$ cat src/hw/rtl/docu_pkg.sv
// Shared types and constants for the dissolved oxygen compensation unit.
// Used by the register block, the serial arithmetic units and the top level.
package docu_pkg;

    localparam int TEMP_MAX_DEF = 50;

    localparam int MUL_A_W = 44;
    localparam int MUL_B_W = 31;
    localparam int MUL_P_W = MUL_A_W + MUL_B_W;
    localparam int DIV_N_W = 40;
    localparam int DIV_D_W = 16;

    localparam logic [15:0] SLOPE_RESET = 16'd644;
    localparam logic [29:0] POW_STEP    = 30'd1012791180;
    localparam logic [29:0] HALF_Q30    = 30'h2000_0000;
    localparam logic [30:0] ONE_Q30     = 31'h4000_0000;
    localparam logic [18:0] SAL_A       = 19'd398721;
    localparam logic [19:0] SAL_B       = 20'd202113;
    localparam logic [24:0] CUB_C1      = 25'd29500551;
    localparam logic [19:0] CUB_C2      = 20'd554376;
    localparam logic [12:0] CUB_C3      = 13'd4878;
    localparam logic [10:0] DO_FULL     = 11'd1462;
    localparam logic [9:0]  SAT_SCALE   = 10'd1000;
    localparam logic [15:0] PRESS_REF   = 16'd760;

    typedef enum logic [1:0] {
        MODE_READ      = 2'd0,
        MODE_CAL_ATM   = 2'd1,
        MODE_CAL_ZERO  = 2'd2,
        MODE_CAL_CLEAR = 2'd3
    } mode_t;

    typedef enum logic [1:0] {
        REG_TEMP     = 2'd0,
        REG_PRESSURE = 2'd1,
        REG_SALINITY = 2'd2,
        REG_NONE     = 2'd3
    } reg_idx_t;

    typedef struct packed {
        logic [5:0]  temperature;
        logic [10:0] pressure;
        logic [5:0]  salinity;
        logic        coeff_stale;
    } cfg_t;

endpackage

$ cat src/hw/rtl/docu_regs.sv
// APB configuration registers: temperature, pressure and salinity.
// Depends on docu_pkg; flags a write that invalidates the cached coefficients.
module docu_regs
    import docu_pkg::*;
(
    input  logic        clk,
    input  logic        rst_n,
    input  logic        psel,
    input  logic        penable,
    input  logic        pwrite,
    input  logic [3:0]  paddr,
    input  logic [31:0] pwdata,
    output logic [31:0] prdata,
    output logic        pready,
    output cfg_t        cfg
);

    logic [5:0]  temp_reg, temp_next;
    logic [10:0] press_reg, press_next;
    logic [5:0]  sal_reg, sal_next;
    logic        stale_reg, stale_next;
    logic        wr_en;
    reg_idx_t    idx;

    assign pready = 1'b1;
    assign wr_en  = psel && penable && pwrite;
    assign idx    = reg_idx_t'(paddr[3:2]);

    always_comb
    begin
        temp_next  = temp_reg;
        press_next = press_reg;
        sal_next   = sal_reg;
        stale_next = 1'b0;
        if (wr_en)
        begin
            case (idx)
                REG_TEMP:
                begin
                    temp_next  = pwdata[5:0];
                    stale_next = 1'b1;
                end
                REG_PRESSURE: press_next = pwdata[10:0];
                REG_SALINITY:
                begin
                    sal_next   = pwdata[5:0];
                    stale_next = 1'b1;
                end
                default: ;
            endcase
        end
    end

    always_ff @(posedge clk or negedge rst_n)
    begin
        if (!rst_n)
        begin
            temp_reg  <= 6'd20;
            press_reg <= 11'd760;
            sal_reg   <= 6'd0;
            stale_reg <= 1'b0;
        end
        else
        begin
            temp_reg  <= temp_next;
            press_reg <= press_next;
            sal_reg   <= sal_next;
            stale_reg <= stale_next;
        end
    end

    always_comb
    begin
        case (idx)
            REG_TEMP:     prdata = {26'd0, temp_reg};
            REG_PRESSURE: prdata = {21'd0, press_reg};
            REG_SALINITY: prdata = {26'd0, sal_reg};
            default:      prdata = 32'd0;
        endcase
    end

    assign cfg.temperature = temp_reg;
    assign cfg.pressure    = press_reg;
    assign cfg.salinity    = sal_reg;
    assign cfg.coeff_stale = stale_reg;

endmodule

$ cat src/hw/rtl/docu_serial_mult.sv
// Bit-serial shift-add multiplier, one multiplier bit per cycle.
// Depends on docu_pkg for operand widths; stops early when the multiplier runs out.
module docu_serial_mult
    import docu_pkg::*;
(
    input  logic               clk,
    input  logic               rst_n,
    input  logic               start,
    input  logic [MUL_A_W-1:0] a,
    input  logic [MUL_B_W-1:0] b,
    output logic               done,
    output logic [MUL_P_W-1:0] prod
);

    logic [MUL_P_W-1:0] acc_reg, acc_next;
    logic [MUL_P_W-1:0] a_reg, a_next;
    logic [MUL_B_W-1:0] b_reg, b_next;
    logic               busy_reg, busy_next;
    logic               done_reg, done_next;

    always_comb
    begin
        acc_next  = acc_reg;
        a_next    = a_reg;
        b_next    = b_reg;
        busy_next = busy_reg;
        done_next = 1'b0;
        if (start)
        begin
            acc_next  = '0;
            a_next    = MUL_P_W'(a);
            b_next    = b;
            busy_next = 1'b1;
        end
        else if (busy_reg)
        begin
            if (b_reg == '0)
            begin
                busy_next = 1'b0;
                done_next = 1'b1;
            end
            else
            begin
                if (b_reg[0])
                begin
                    acc_next = acc_reg + a_reg;
                end
                a_next = {a_reg[MUL_P_W-2:0], 1'b0};
                b_next = {1'b0, b_reg[MUL_B_W-1:1]};
            end
        end
    end

    always_ff @(posedge clk or negedge rst_n)
    begin
        if (!rst_n)
        begin
            busy_reg <= 1'b0;
            done_reg <= 1'b0;
        end
        else
        begin
            busy_reg <= busy_next;
            done_reg <= done_next;
        end
    end

    always_ff @(posedge clk)
    begin
        acc_reg <= acc_next;
        a_reg   <= a_next;
        b_reg   <= b_next;
    end

    assign done = done_reg;
    assign prod = acc_reg;

endmodule

$ cat src/hw/rtl/docu_serial_div.sv
// Restoring radix-2 divider, one quotient bit per cycle.
// Depends on docu_pkg for dividend and divisor widths.
module docu_serial_div
    import docu_pkg::*;
(
    input  logic               clk,
    input  logic               rst_n,
    input  logic               start,
    input  logic [DIV_N_W-1:0] dividend,
    input  logic [DIV_D_W-1:0] divisor,
    output logic               done,
    output logic [DIV_N_W-1:0] quotient
);

    localparam int CNT_W = $clog2(DIV_N_W + 1);

    logic [DIV_D_W-1:0] rem_reg, rem_next;
    logic [DIV_N_W-1:0] q_reg, q_next;
    logic [DIV_D_W-1:0] d_reg, d_next;
    logic [CNT_W-1:0]   cnt_reg, cnt_next;
    logic               done_reg, done_next;
    logic [DIV_D_W:0]   trial;
    logic [DIV_D_W:0]   diff;
    logic               fits;

    assign trial = {rem_reg, q_reg[DIV_N_W-1]};
    assign fits  = trial >= {1'b0, d_reg};
    assign diff  = trial - {1'b0, d_reg};

    always_comb
    begin
        rem_next  = rem_reg;
        q_next    = q_reg;
        d_next    = d_reg;
        cnt_next  = cnt_reg;
        done_next = 1'b0;
        if (start)
        begin
            rem_next = '0;
            q_next   = dividend;
            d_next   = divisor;
            cnt_next = CNT_W'(DIV_N_W);
        end
        else if (cnt_reg != '0)
        begin
            rem_next = fits ? diff[DIV_D_W-1:0] : trial[DIV_D_W-1:0];
            q_next   = {q_reg[DIV_N_W-2:0], fits};
            cnt_next = cnt_reg - 1'b1;
            if (cnt_reg == CNT_W'(1))
            begin
                done_next = 1'b1;
            end
        end
    end

    always_ff @(posedge clk or negedge rst_n)
    begin
        if (!rst_n)
        begin
            cnt_reg  <= '0;
            done_reg <= 1'b0;
        end
        else
        begin
            cnt_reg  <= cnt_next;
            done_reg <= done_next;
        end
    end

    always_ff @(posedge clk)
    begin
        rem_reg <= rem_next;
        q_reg   <= q_next;
        d_reg   <= d_next;
    end

    assign done     = done_reg;
    assign quotient = q_reg;

endmodule

$ cat src/hw/rtl/dissolved_oxygen_compensation_unit.sv
// Calibration items pass through S_DONE to the output registers, which out_stall can hold.
// A read item runs two 40-bit serial divisions and four shift-add multiplications; when the
// base is negative it ends after the second multiplication, skipping the last two and the
// second division. A read after reset or after a temperature or salinity write first
// recomputes the cached terms, with one power-step multiplication per degree of clamped temperature.
// Reset is asynchronous and active low; it restores default calibration and registers.
module dissolved_oxygen_compensation_unit
    import docu_pkg::*;
#(
    parameter int TempMax = TEMP_MAX_DEF
)
(
    input  logic        clk,
    input  logic        rst_n,
    input  logic        psel,
    input  logic        penable,
    input  logic        pwrite,
    input  logic [3:0]  paddr,
    input  logic [31:0] pwdata,
    output logic [31:0] prdata,
    output logic        pready,
    input  logic        in_valid,
    output logic        in_stall,
    input  logic [1:0]  mode,
    input  logic [15:0] probe_sample,
    output logic        out_valid,
    input  logic        out_stall,
    output logic [15:0] oxygen_level,
    output logic [15:0] saturation_level,
    output logic [1:0]  cal_count,
    output logic        slope_error
);

    typedef enum logic [16:0] {
        S_IDLE  = 17'h00001,
        S_POW   = 17'h00002,
        S_POW_W = 17'h00004,
        S_COEF  = 17'h00008,
        S_TERM  = 17'h00010,
        S_T2    = 17'h00020,
        S_T3    = 17'h00040,
        S_C1    = 17'h00080,
        S_C2    = 17'h00100,
        S_C3    = 17'h00200,
        S_DIV   = 17'h00400,
        S_SAT   = 17'h00800,
        S_BASE  = 17'h01000,
        S_COMP  = 17'h02000,
        S_PRES  = 17'h04000,
        S_DIV2  = 17'h08000,
        S_DONE  = 17'h10000
    } state_t;

    localparam logic [6:0] TMAX = 7'(TempMax);
    localparam logic signed [33:0] CUB_ONE = 34'sh040000000;

    cfg_t cfg;

    state_t state_reg, state_next;
    logic [15:0] slope_reg, slope_next;
    logic [15:0] zero_reg, zero_next;
    logic [15:0] diff_reg, diff_next;
    logic [30:0] p_reg, p_next;
    logic [5:0]  cnt_reg, cnt_next;
    logic [11:0] t2_reg, t2_next;
    logic [17:0] t3_reg, t3_next;
    logic signed [33:0] cub_reg, cub_next;
    logic [25:0] term_reg, term_next;
    logic [16:0] cubic16_reg, cubic16_next;
    logic        cache_ok_reg, cache_ok_next;
    logic [31:0] r_reg, r_next;
    logic [15:0] oxy_res_reg, oxy_res_next;
    logic [15:0] sat_res_reg, sat_res_next;
    logic        err_res_reg, err_res_next;
    logic        out_valid_reg, out_valid_next;
    logic [15:0] out_oxy_reg, out_oxy_next;
    logic [15:0] out_sat_reg, out_sat_next;
    logic [1:0]  out_cnt_reg, out_cnt_next;
    logic        out_err_reg, out_err_next;

    logic               mul_go_reg, mul_go_next;
    logic [MUL_A_W-1:0] mul_a_reg, mul_a_next;
    logic [MUL_B_W-1:0] mul_b_reg, mul_b_next;
    logic               mul_done;
    logic [MUL_P_W-1:0] mul_prod;
    logic               div_go_reg, div_go_next;
    logic [DIV_N_W-1:0] div_n_reg, div_n_next;
    logic [DIV_D_W-1:0] div_d_reg, div_d_next;
    logic               div_done;
    logic [DIV_N_W-1:0] div_q;

    logic [5:0]  t_clamp;
    logic [60:0] p_sum;
    logic [19:0] coef;
    logic signed [33:0] cub_prod;
    logic signed [33:0] cub_fin;
    logic [42:0] b1;
    logic        accept;
    logic        out_free;

    docu_regs u_regs (
        .clk     (clk),
        .rst_n   (rst_n),
        .psel    (psel),
        .penable (penable),
        .pwrite  (pwrite),
        .paddr   (paddr),
        .pwdata  (pwdata),
        .prdata  (prdata),
        .pready  (pready),
        .cfg     (cfg)
    );

    docu_serial_mult u_mult (
        .clk   (clk),
        .rst_n (rst_n),
        .start (mul_go_reg),
        .a     (mul_a_reg),
        .b     (mul_b_reg),
        .done  (mul_done),
        .prod  (mul_prod)
    );

    docu_serial_div u_div (
        .clk      (clk),
        .rst_n    (rst_n),
        .start    (div_go_reg),
        .dividend (div_n_reg),
        .divisor  (div_d_reg),
        .done     (div_done),
        .quotient (div_q)
    );

    assign t_clamp  = ({1'b0, cfg.temperature} > TMAX) ? TMAX[5:0] : cfg.temperature;
    assign p_sum    = mul_prod[60:0] + 61'(HALF_Q30);
    assign coef     = {1'b0, mul_prod[48:30]} + SAL_B;
    assign cub_prod = $signed({1'b0, mul_prod[32:0]});
    assign cub_fin  = cub_reg - cub_prod;
    assign b1       = mul_prod[42:0];
    assign in_stall = (state_reg != S_IDLE);
    assign accept   = in_valid && !in_stall;
    assign out_free = !out_valid_reg || !out_stall;

    always_comb
    begin
        state_next    = state_reg;
        slope_next    = slope_reg;
        zero_next     = zero_reg;
        diff_next     = diff_reg;
        p_next        = p_reg;
        cnt_next      = cnt_reg;
        t2_next       = t2_reg;
        t3_next       = t3_reg;
        cub_next      = cub_reg;
        term_next     = term_reg;
        cubic16_next  = cubic16_reg;
        cache_ok_next = cache_ok_reg && !cfg.coeff_stale;
        r_next        = r_reg;
        oxy_res_next  = oxy_res_reg;
        sat_res_next  = sat_res_reg;
        err_res_next  = err_res_reg;
        mul_go_next   = 1'b0;
        mul_a_next    = mul_a_reg;
        mul_b_next    = mul_b_reg;
        div_go_next   = 1'b0;
        div_n_next    = div_n_reg;
        div_d_next    = div_d_reg;
        out_valid_next = out_valid_reg && out_stall;
        out_oxy_next  = out_oxy_reg;
        out_sat_next  = out_sat_reg;
        out_cnt_next  = out_cnt_reg;
        out_err_next  = out_err_reg;

        case (state_reg)
            S_IDLE:
            begin
                if (accept)
                begin
                    oxy_res_next = '0;
                    sat_res_next = '0;
                    err_res_next = 1'b0;
                    state_next   = S_DONE;
                    case (mode_t'(mode))
                        MODE_READ:
                        begin
                            if (slope_reg == '0)
                            begin
                                err_res_next = 1'b1;
                            end
                            else if (probe_sample >= zero_reg)
                            begin
                                diff_next = probe_sample - zero_reg;
                                if (cache_ok_reg && !cfg.coeff_stale)
                                begin
                                    div_go_next = 1'b1;
                                    div_n_next  = {8'd0, probe_sample - zero_reg, 16'd0};
                                    div_d_next  = slope_reg;
                                    state_next  = S_DIV;
                                end
                                else
                                begin
                                    p_next     = ONE_Q30;
                                    cnt_next   = t_clamp;
                                    state_next = S_POW;
                                end
                            end
                        end
                        MODE_CAL_ATM:  slope_next = probe_sample;
                        MODE_CAL_ZERO: zero_next  = probe_sample;
                        default:
                        begin
                            slope_next = SLOPE_RESET;
                            zero_next  = '0;
                        end
                    endcase
                end
            end
            S_POW:
            begin
                mul_go_next = 1'b1;
                mul_b_next  = p_reg;
                if (cnt_reg == '0)
                begin
                    mul_a_next = MUL_A_W'(SAL_A);
                    state_next = S_COEF;
                end
                else
                begin
                    mul_a_next = MUL_A_W'(POW_STEP);
                    state_next = S_POW_W;
                end
            end
            S_POW_W:
            begin
                if (mul_done)
                begin
                    p_next     = p_sum[60:30];
                    cnt_next   = cnt_reg - 1'b1;
                    state_next = S_POW;
                end
            end
            S_COEF:
            begin
                if (mul_done)
                begin
                    mul_go_next = 1'b1;
                    mul_a_next  = MUL_A_W'(coef);
                    mul_b_next  = MUL_B_W'(cfg.salinity);
                    state_next  = S_TERM;
                end
            end
            S_TERM:
            begin
                if (mul_done)
                begin
                    term_next   = mul_prod[25:0];
                    mul_go_next = 1'b1;
                    mul_a_next  = MUL_A_W'(t_clamp);
                    mul_b_next  = MUL_B_W'(t_clamp);
                    state_next  = S_T2;
                end
            end
            S_T2:
            begin
                if (mul_done)
                begin
                    t2_next     = mul_prod[11:0];
                    mul_go_next = 1'b1;
                    mul_a_next  = MUL_A_W'(mul_prod[11:0]);
                    mul_b_next  = MUL_B_W'(t_clamp);
                    state_next  = S_T3;
                end
            end
            S_T3:
            begin
                if (mul_done)
                begin
                    t3_next     = mul_prod[17:0];
                    mul_go_next = 1'b1;
                    mul_a_next  = MUL_A_W'(CUB_C1);
                    mul_b_next  = MUL_B_W'(t_clamp);
                    state_next  = S_C1;
                end
            end
            S_C1:
            begin
                if (mul_done)
                begin
                    cub_next    = CUB_ONE - cub_prod;
                    mul_go_next = 1'b1;
                    mul_a_next  = MUL_A_W'(CUB_C2);
                    mul_b_next  = MUL_B_W'(t2_reg);
                    state_next  = S_C2;
                end
            end
            S_C2:
            begin
                if (mul_done)
                begin
                    cub_next    = cub_reg + cub_prod;
                    mul_go_next = 1'b1;
                    mul_a_next  = MUL_A_W'(CUB_C3);
                    mul_b_next  = MUL_B_W'(t3_reg);
                    state_next  = S_C3;
                end
            end
            S_C3:
            begin
                if (mul_done)
                begin
                    cubic16_next  = cub_fin[33] ? 17'd0 : cub_fin[30:14];
                    cache_ok_next = !cfg.coeff_stale;
                    div_go_next   = 1'b1;
                    div_n_next    = {8'd0, diff_reg, 16'd0};
                    div_d_next    = slope_reg;
                    state_next    = S_DIV;
                end
            end
            S_DIV:
            begin
                if (div_done)
                begin
                    r_next      = div_q[31:0];
                    mul_go_next = 1'b1;
                    mul_a_next  = MUL_A_W'(div_q[31:0]);
                    mul_b_next  = MUL_B_W'(SAT_SCALE);
                    state_next  = S_SAT;
                end
            end
            S_SAT:
            begin
                if (mul_done)
                begin
                    sat_res_next = (|mul_prod[MUL_P_W-1:32]) ? 16'hFFFF : mul_prod[31:16];
                    mul_go_next  = 1'b1;
                    mul_a_next   = MUL_A_W'(r_reg);
                    mul_b_next   = MUL_B_W'(DO_FULL);
                    state_next   = S_BASE;
                end
            end
            S_BASE:
            begin
                if (mul_done)
                begin
                    if (b1 < {17'd0, term_reg})
                    begin
                        state_next = S_DONE;
                    end
                    else
                    begin
                        mul_go_next = 1'b1;
                        mul_a_next  = MUL_A_W'(b1 - {17'd0, term_reg});
                        mul_b_next  = MUL_B_W'(cubic16_reg);
                        state_next  = S_COMP;
                    end
                end
            end
            S_COMP:
            begin
                if (mul_done)
                begin
                    mul_go_next = 1'b1;
                    mul_a_next  = mul_prod[59:16];
                    mul_b_next  = MUL_B_W'(cfg.pressure);
                    state_next  = S_PRES;
                end
            end
            S_PRES:
            begin
                if (mul_done)
                begin
                    div_go_next = 1'b1;
                    div_n_next  = {1'b0, mul_prod[54:16]};
                    div_d_next  = PRESS_REF;
                    state_next  = S_DIV2;
                end
            end
            S_DIV2:
            begin
                if (div_done)
                begin
                    oxy_res_next = (|div_q[DIV_N_W-1:16]) ? 16'hFFFF : div_q[15:0];
                    state_next   = S_DONE;
                end
            end
            S_DONE:
            begin
                if (out_free)
                begin
                    out_valid_next = 1'b1;
                    out_oxy_next   = oxy_res_reg;
                    out_sat_next   = sat_res_reg;
                    out_err_next   = err_res_reg;
                    out_cnt_next   = {1'b0, slope_reg != SLOPE_RESET}
                                   + {1'b0, zero_reg != 16'd0};
                    state_next     = S_IDLE;
                end
            end
            default: state_next = S_IDLE;
        endcase
    end

    always_ff @(posedge clk or negedge rst_n)
    begin
        if (!rst_n)
        begin
            state_reg     <= S_IDLE;
            slope_reg     <= SLOPE_RESET;
            zero_reg      <= '0;
            cache_ok_reg  <= 1'b0;
            mul_go_reg    <= 1'b0;
            div_go_reg    <= 1'b0;
            out_valid_reg <= 1'b0;
        end
        else
        begin
            state_reg     <= state_next;
            slope_reg     <= slope_next;
            zero_reg      <= zero_next;
            cache_ok_reg  <= cache_ok_next;
            mul_go_reg    <= mul_go_next;
            div_go_reg    <= div_go_next;
            out_valid_reg <= out_valid_next;
        end
    end

    always_ff @(posedge clk)
    begin
        diff_reg    <= diff_next;
        p_reg       <= p_next;
        cnt_reg     <= cnt_next;
        t2_reg      <= t2_next;
        t3_reg      <= t3_next;
        cub_reg     <= cub_next;
        term_reg    <= term_next;
        cubic16_reg <= cubic16_next;
        r_reg       <= r_next;
        oxy_res_reg <= oxy_res_next;
        sat_res_reg <= sat_res_next;
        err_res_reg <= err_res_next;
        mul_a_reg   <= mul_a_next;
        mul_b_reg   <= mul_b_next;
        div_n_reg   <= div_n_next;
        div_d_reg   <= div_d_next;
        out_oxy_reg <= out_oxy_next;
        out_sat_reg <= out_sat_next;
        out_cnt_reg <= out_cnt_next;
        out_err_reg <= out_err_next;
    end

    assign out_valid        = out_valid_reg;
    assign oxygen_level     = out_oxy_reg;
    assign saturation_level = out_sat_reg;
    assign cal_count        = out_cnt_reg;
    assign slope_error      = out_err_reg;

endmodule

$ cat config.mk
export PLATFORM = sky130hd
export DESIGN_NAME = dissolved_oxygen_compensation_unit
export DESIGN_NICKNAME = d
export VERILOG_FILES = /design/src/hw/rtl/docu_pkg.sv /design/src/hw/rtl/docu_regs.sv /design/src/hw/rtl/docu_serial_mult.sv /design/src/hw/rtl/docu_serial_div.sv /design/src/hw/rtl/dissolved_oxygen_compensation_unit.sv
export SDC_FILE = /design/constraint.sdc
export NUM_CORES = 2
export LEC_CHECK = 0
export ABC_AREA = 1
export BUFFER_PORTS_ARGS = -buffer_cell sky130_fd_sc_hd__buf_2
export CAP_MARGIN = 20
export CORE_ASPECT_RATIO = 1.2
export CORE_UTILIZATION = 30
export DETAILED_ROUTE_END_ITERATION = 10
export HOLD_SLACK_MARGIN = 0.15
export PLACE_DENSITY = 0.47
export SLEW_MARGIN = 5
export SYNTH_ARGS = -nofsm -noshare
export SYNTH_HDL_FRONTEND = slang
export SYNTH_SLANG_ARGS = --single-unit
$ cat constraint.sdc
create_clock -name clk -period 7.2 [get_ports clk]
set_input_delay 1.08 -clock clk [delete_from_list [all_inputs] [get_ports clk]]
set_output_delay 1.08 -clock clk [all_outputs]
set_load 0.005 [all_outputs]
* After elaboration in Yosys (flattened, before gate mapping)
Index checks and enable logic that the tools add are counted.
** Storage, ports and cells
- Register bits :: 730
- Latch bits :: 0
- RAM bits :: 0
- Bits in read-only memories :: 0
- Input port bits :: 61
- Memories kept :: 0
** Operators by class
- Add/sub/neg operators :: 12
- Multipliers :: 0
- Div/mod/pow operators :: 0
- $lt $le $gt $ge :: 4
- Equality and inequality tests :: 48
- Shift operators :: 0
- Muxes and demuxes :: 128
- Bitwise logic cells :: 4
- Reductions and logical operators :: 58
** Operator list (number)
- 44-bit two-way mux :: 14
- 31-bit two-way mux :: 18
- 44-bit one-hot mux with 11 select lines :: 1
- 40-bit two-way mux :: 9
- 17-bit two-way mux :: 20
- 17-bit one-hot mux with 17 select lines :: 1
- 31-bit one-hot mux with 9 select lines :: 1
- 16-bit two-way mux :: 13
- 16-bit one-hot mux with 2 select lines :: 4
- 40-bit one-hot mux with 3 select lines :: 1
- 75-bit adder :: 1
- 34-bit two-way mux :: 2
- 34-bit one-hot mux with 2 select lines :: 1
- 31-bit one-hot mux with 2 select lines :: 1
- 61-bit by 30-bit adder with 61-bit output (second input constant) :: 1
- 6-bit two-way mux :: 9
- 16-bit one-hot mux with 3 select lines :: 1
- 43-bit by 26-bit subtractor with 44-bit output :: 1
- 43-bit by 26-bit < comparator with 1-bit output :: 1
- 43-bit OR reduction :: 1
- 34-bit adder :: 1
- 31-bit by 33-bit subtractor with 34-bit output (first input constant) :: 1
- 34-bit subtractor :: 1
- 11-bit one-hot mux with 3 select lines :: 1
- other kinds (64) :: 149

* Depth between registers and ports, before layout
- Word-level depth :: 8
- Mapped depth :: 17
- Depth with buffers taken out :: 17

* Hierarchy
Synthesis repeated with hierarchy kept, for this count alone.
** Second synthesis, totals
- Cells, all modules :: 6430
- Area, all modules :: 47504.3 um^2
** By module, submodules not included
- dissolved_oxygen_compensation_unit :: instances 1, cells an instance 3468, area an instance 28065.7 um^2, seq. area each 13042.5 um^2
- docu_serial_mult :: instances 1, cells an instance 2239, area an instance 13710.6 um^2, seq. area each 4424.2 um^2
- docu_serial_div :: instances 1, cells an instance 550, area an instance 4453.0 um^2, seq. area each 2177.1 um^2
- docu_regs :: instances 1, cells an instance 173, area an instance 1275.0 um^2, seq. area each 610.6 um^2

* Worst setup path after synthesis
No wires, ideal clock.
- Path kind :: flip-flop to flip-flop
- Start :: register state_reg[13]
- End :: register div_d_reg[0] (enable)
- Arrival time :: 5.494 ns
- Data required time :: 6.656 ns
- Slack :: 1.162 ns
- Stages on the path, launching flop included :: 9
- Period minus slack after synthesis :: 6.038 ns
- Cells stage by stage :: dfrtp_1 -> nor2_4 -> nand2_8 -> nor3_4 -> nand3_1 -> nand2_1 -> inv_1 -> clkbuf_1 -> o21ai_0
** On the way
- Longest elaborated chain between the ends :: 5
- Elaborated cells between the ends (all ways) :: 15
** RTL lines
- start: declaration :: RTL line dissolved_oxygen_compensation_unit.sv:59 : state_t state_reg, state_next;
- start signal: assignment :: RTL line dissolved_oxygen_compensation_unit.sv:417 : state_reg <= state_next;
- 17-bit by 1-bit inequality test with 1-bit output :: RTL line dissolved_oxygen_compensation_unit.sv:140 : assign in_stall = (state_reg != S_IDLE);
- 1-bit logical NOT :: RTL line dissolved_oxygen_compensation_unit.sv:141 : assign accept = in_valid && !in_stall;
- 1-bit logical AND :: RTL line dissolved_oxygen_compensation_unit.sv:141
- 2-bit inequality test (no line)
- 8-bit AND reduction (no line) *
- end signal: assignment :: RTL line dissolved_oxygen_compensation_unit.sv:444 : div_d_reg <= div_d_next;
- end: declaration :: RTL line dissolved_oxygen_compensation_unit.sv:88 : logic [DIV_D_W-1:0] div_d_reg, div_d_next;
Mark *: on every way between the ends. The rest lies on a longest branch, timed or not.
A chain may end at the register's enable or synchronous reset.

* Worst setup path in the final report
- Start :: register state_reg[9]
- End :: register p_reg[28] (enable)
** On the way
- Longest elaborated chain between the ends :: 5
- Elaborated cells between the ends (all ways) :: 13
** RTL lines
- 17-bit by 1-bit inequality test with 1-bit output :: RTL line dissolved_oxygen_compensation_unit.sv:140
- 1-bit logical NOT :: RTL line dissolved_oxygen_compensation_unit.sv:141
- 1-bit logical AND :: RTL line dissolved_oxygen_compensation_unit.sv:141
- 2-bit inequality test (no line)
- 7-bit AND reduction (no line) *
- end signal: assignment :: RTL line dissolved_oxygen_compensation_unit.sv:430 : p_reg <= p_next;
- end: declaration :: RTL line dissolved_oxygen_compensation_unit.sv:63 : logic [30:0] p_reg, p_next;
Marks and branches as above.

==> results.md <==
* Clock Skew at around 0.069 ns
* CP top delay family: simple AND/OR/NAND/NOR gates
* Max Cap Violations at 0
* Data arrival, critical path at 4.94 ns
* Vias in the first global route at around 41k
* FF+latch count, synth at ~730
* WHS at between 0.2 and 0.3 ns
* Synth Warn # at 0
* # hold bufs at CTS at 0
* Most frequent cells in the layout: nand2_1 (1687), inv_1 (904), nor2_1 (659)
* Worst path max stage delay at about 0.64 ns
* Ports at roughly 130
* Final Non-Filler Cells at 8293
* Fmax at ~220 MHz
* R2r setup slk at around 2.6 ns
* First-pass GRT wire length at ~270000 um
* Core Footprint at ~0.15 mm^2
* Most common cell after layout, fill and taps aside: nand2_1
* Stages on the worst setup path at 12
* Final Hold Violating Endpoints at 0
* Worst path cell trace: nor2_2 -> nand2_2 -> nor2_8 -> nand3_1 -> nand3_2 -> nor2_2 -> nand3_4 -> inv_2 -> nand3_2 -> nand2_2 -> a21oi_4 -> buf_4
* Initial antenna violation count at 5
* Global route overflow at 0
* Final Cell Area at about 0.052 mm^2
* H-Tree Depth at 3
* HP Class: in2async
* VDD IR max at 0.230 mV
* WL/cell at about 23 um
* Setup crit start: state_reg[9]
* Final setup viols at 0
* Initial Utilization at just over 30%
* Grt met2 use at 40.9%
* Crit path to: p_reg[28]
* Post-Synthesis Cell Area at around 0.046 mm^2
* Post-synth ARST share at a little under an eighth
* Cell Area, Placed at about 0.049 mm^2
* Via count at roughly 42k
* Largest cells by area after synthesis: edfxtp_1 (34%), nand2_1 (14%), inv_1 (7.3%), ha_1 (5.7%), nor2_1 (5.4%)
* Pin count of the biggest net entering global routing at 85
* Antenna Nets Post-Route at 0
* Final wirelength at ~190000 um
* Register area share after synthesis at between 40% and 50%
* Rows at roughly 160
* Port buffer count at 85
* Met3 usage at under 10%
* Grt met1 use at slightly below 30%
* Die X at between 300 and 400 um
* DRC Markers at 0
* Max Root-Sink Buffers at 3
* NumNets Final at between 6k and 7k
* Critical path class: reg2reg
* Share of the synthesized area in the top cell type at 33.8%
* Worst relative slew slack at 35.3%
* Total negative slack at 0 ns
* Number of enable flip-flop cells after synthesis at 521
* Synth unique cells at 65
* Ratio of cells with drive above 1 in the final layout at under 10%
* Power Density at 434 mW/mm^2
* Worst r2r src: state_reg[9]
* Vias/cell at about 5.1
* Setup Fix Bufs, Post-CTS at 0
* GRT busiest layer: met2
* Clk pin slew, worst setup/hold paths at 0.06 ns
* Clock Latency Late Sink at 0.75 ns
* Iter 0 DRT Violations at 3587
* Critical path's slowest cell: a21oi_4
* CTS resizes at 0
* Hpwl dp at about 150000 um
* Worst-path maximum fanout at 24
* Minimum clock period at between 4 and 5 ns
* Biggest area consumer among synthesized cells: edfxtp_1
* Placed Cells at between 8k and 9k
* Die height at around 430 um
* CP endpoint kind: flop
* CTS tree: built
* Buf+Inv Stages, Crit Path at 2
* Final design utilization at 34.2%
* Routability Congestion at ~0.97
* Reg2reg end: p_reg[28]
* Slew @ Worst Pin at ~0.97 ns
* Total track usage at 23.7%
* Clock root buffer: clkbuf_16
* Synthesized netlist cell count at 6129
* Required @ worst endpoint at 7.58 ns
* Die area at between 0.15 and 0.2 mm^2
* Unrepaired setup endpoints after global routing: false
* Pre-antenna DRT Iters at 6
* Num CTS Buffers at between 80 and 90
* LEAKAGE at between 20 and 25 nW
* Main synth FF type: edfxtp_1
* Synth-to-Final Area Change at 12.8%
* Mapped Avg Cell Area at ~7.5 um^2
* Final period util at between 60 and 70%
* Max-slew violations at 0
* FF-to-FF path depth at 12
* Critical path launch point type: flop
* Status: complete, no violations
* Clock Sink Count at ~730
==> worst min-delay path by stage <==
| stage | from | to | slack (ns) | cells past startpoint |
|---|---|---|---|---|
| 3_5_place_dp | div_d_reg[0] | u_div.d_reg[0] | 0.40 | 0 |
| 6_report | rst_n | slope_reg[10] | 0.27 | 1 |
| 5_1_grt | rst_n | zero_reg[1] | 0.28 | 1 |
| 2_1_floorplan | oxy_res_reg[0] | oxygen_level[0] | 0.40 | 0 |
| 4_1_cts | rst_n | zero_reg[1] | 0.24 | 1 |
| 3_3_place_gp | div_d_reg[4] | u_div.d_reg[4] | 0.40 | 0 |
==> cell usage after synthesis, drive strengths merged (6+ instances only) <==
| master | count |
|---|---|
| nor4 | 50 |
| a21boi | 6 |
| o21a | 14 |
| ha | 210 |
| a31oi | 9 |
| nand3 | 356 |
| a221oi | 15 |
| edfxtp | 521 |
| nand3b | 23 |
| nor3 | 85 |
| or2 | 10 |
| dfrtp | 74 |
| a21oi | 382 |
| nand4 | 88 |
| o22ai | 63 |
| nand2 | 1704 |
| clkbuf | 103 |
| clkinv | 9 |
| buf | 72 |
| nor2 | 684 |
| xnor2 | 42 |
| o2111ai | 6 |
| xor2 | 72 |
| dfstp | 12 |
| o211ai | 13 |
| o221ai | 18 |
| inv | 918 |
| o21ai | 373 |
| a21o | 13 |
| dfxtp | 122 |
| o21bai | 27 |
==> per-stage QoR <==
stage	total power (W)	worst slack (ns)
6_report	0.0227	2.64
4_1_cts	0.0227	2.74
2_1_floorplan	0.0134	1.16
3_5_place_dp	0.0179	2.51
5_1_grt	0.0241	2.45
3_3_place_gp	0.0179	2.56
==> per-layer routing <==
metal | vias to the layer above | wire length (um)
met2 | 1215 | 90700
met5 | - | 47
li1 | 20300 | -
met1 | 20200 | 79300
met4 | 6 | 9480
met3 | 330 | 8690
==> worst reg2reg max path, delay by kind of cell, from the launching register on <==
family / cells / cell delay, ns
and+or+nand+nor: 9 / 2.40
buffers and inverters: 2 / 0.70
AOI/OAI and AO/OA: 1 / 0.64
DFF: 1 / 0.42
==> final cells by class <==
class	count	area (um^2)
Antenna cell	2	5.00
Clock buffer	117	2410
Clock inverter	45	606
Fill cell	16500	101000
Inverter	927	3480
Multi-Input combinational cell	4318	21900
Sequential cell	729	20300
Tap cell	1987	2490
Timing Repair Buffer	168	1080
==> kinds of logic (layout without fill, tap and decap cells) <==
group / count (synthesis) / after routing / share of synthesized area (%)
buffers and inverters: 1102 / 1257 / 9.30
and+or+nand+nor: 3014 / 3014 / 27.4
xor gates and xnor gates: 114 / 114 / 2.17
other: 2 / 24 / 0.0162
adders and majority gates: 215 / 215 / 5.89
AOI/OAI and AO/OA: 952 / 952 / 11.4
DFF: 729 / 729 / 43.8
muxes: 1 / 1 / 0.0216
==> power by group <==
part / switching (W) / leakage [nW] / total, W / internal [W]
clock network: 0.00200 / 1.47 / 0.00471 / 0.00271
registers: 0.000712 / 6.75 / 0.00627 / 0.00555
logic: 0.00836 / 15.1 / 0.0117 / 0.00334
total: 0.0111 / 23.3 / 0.0227 / 0.0116
Power figures use the tool's default switching activity.
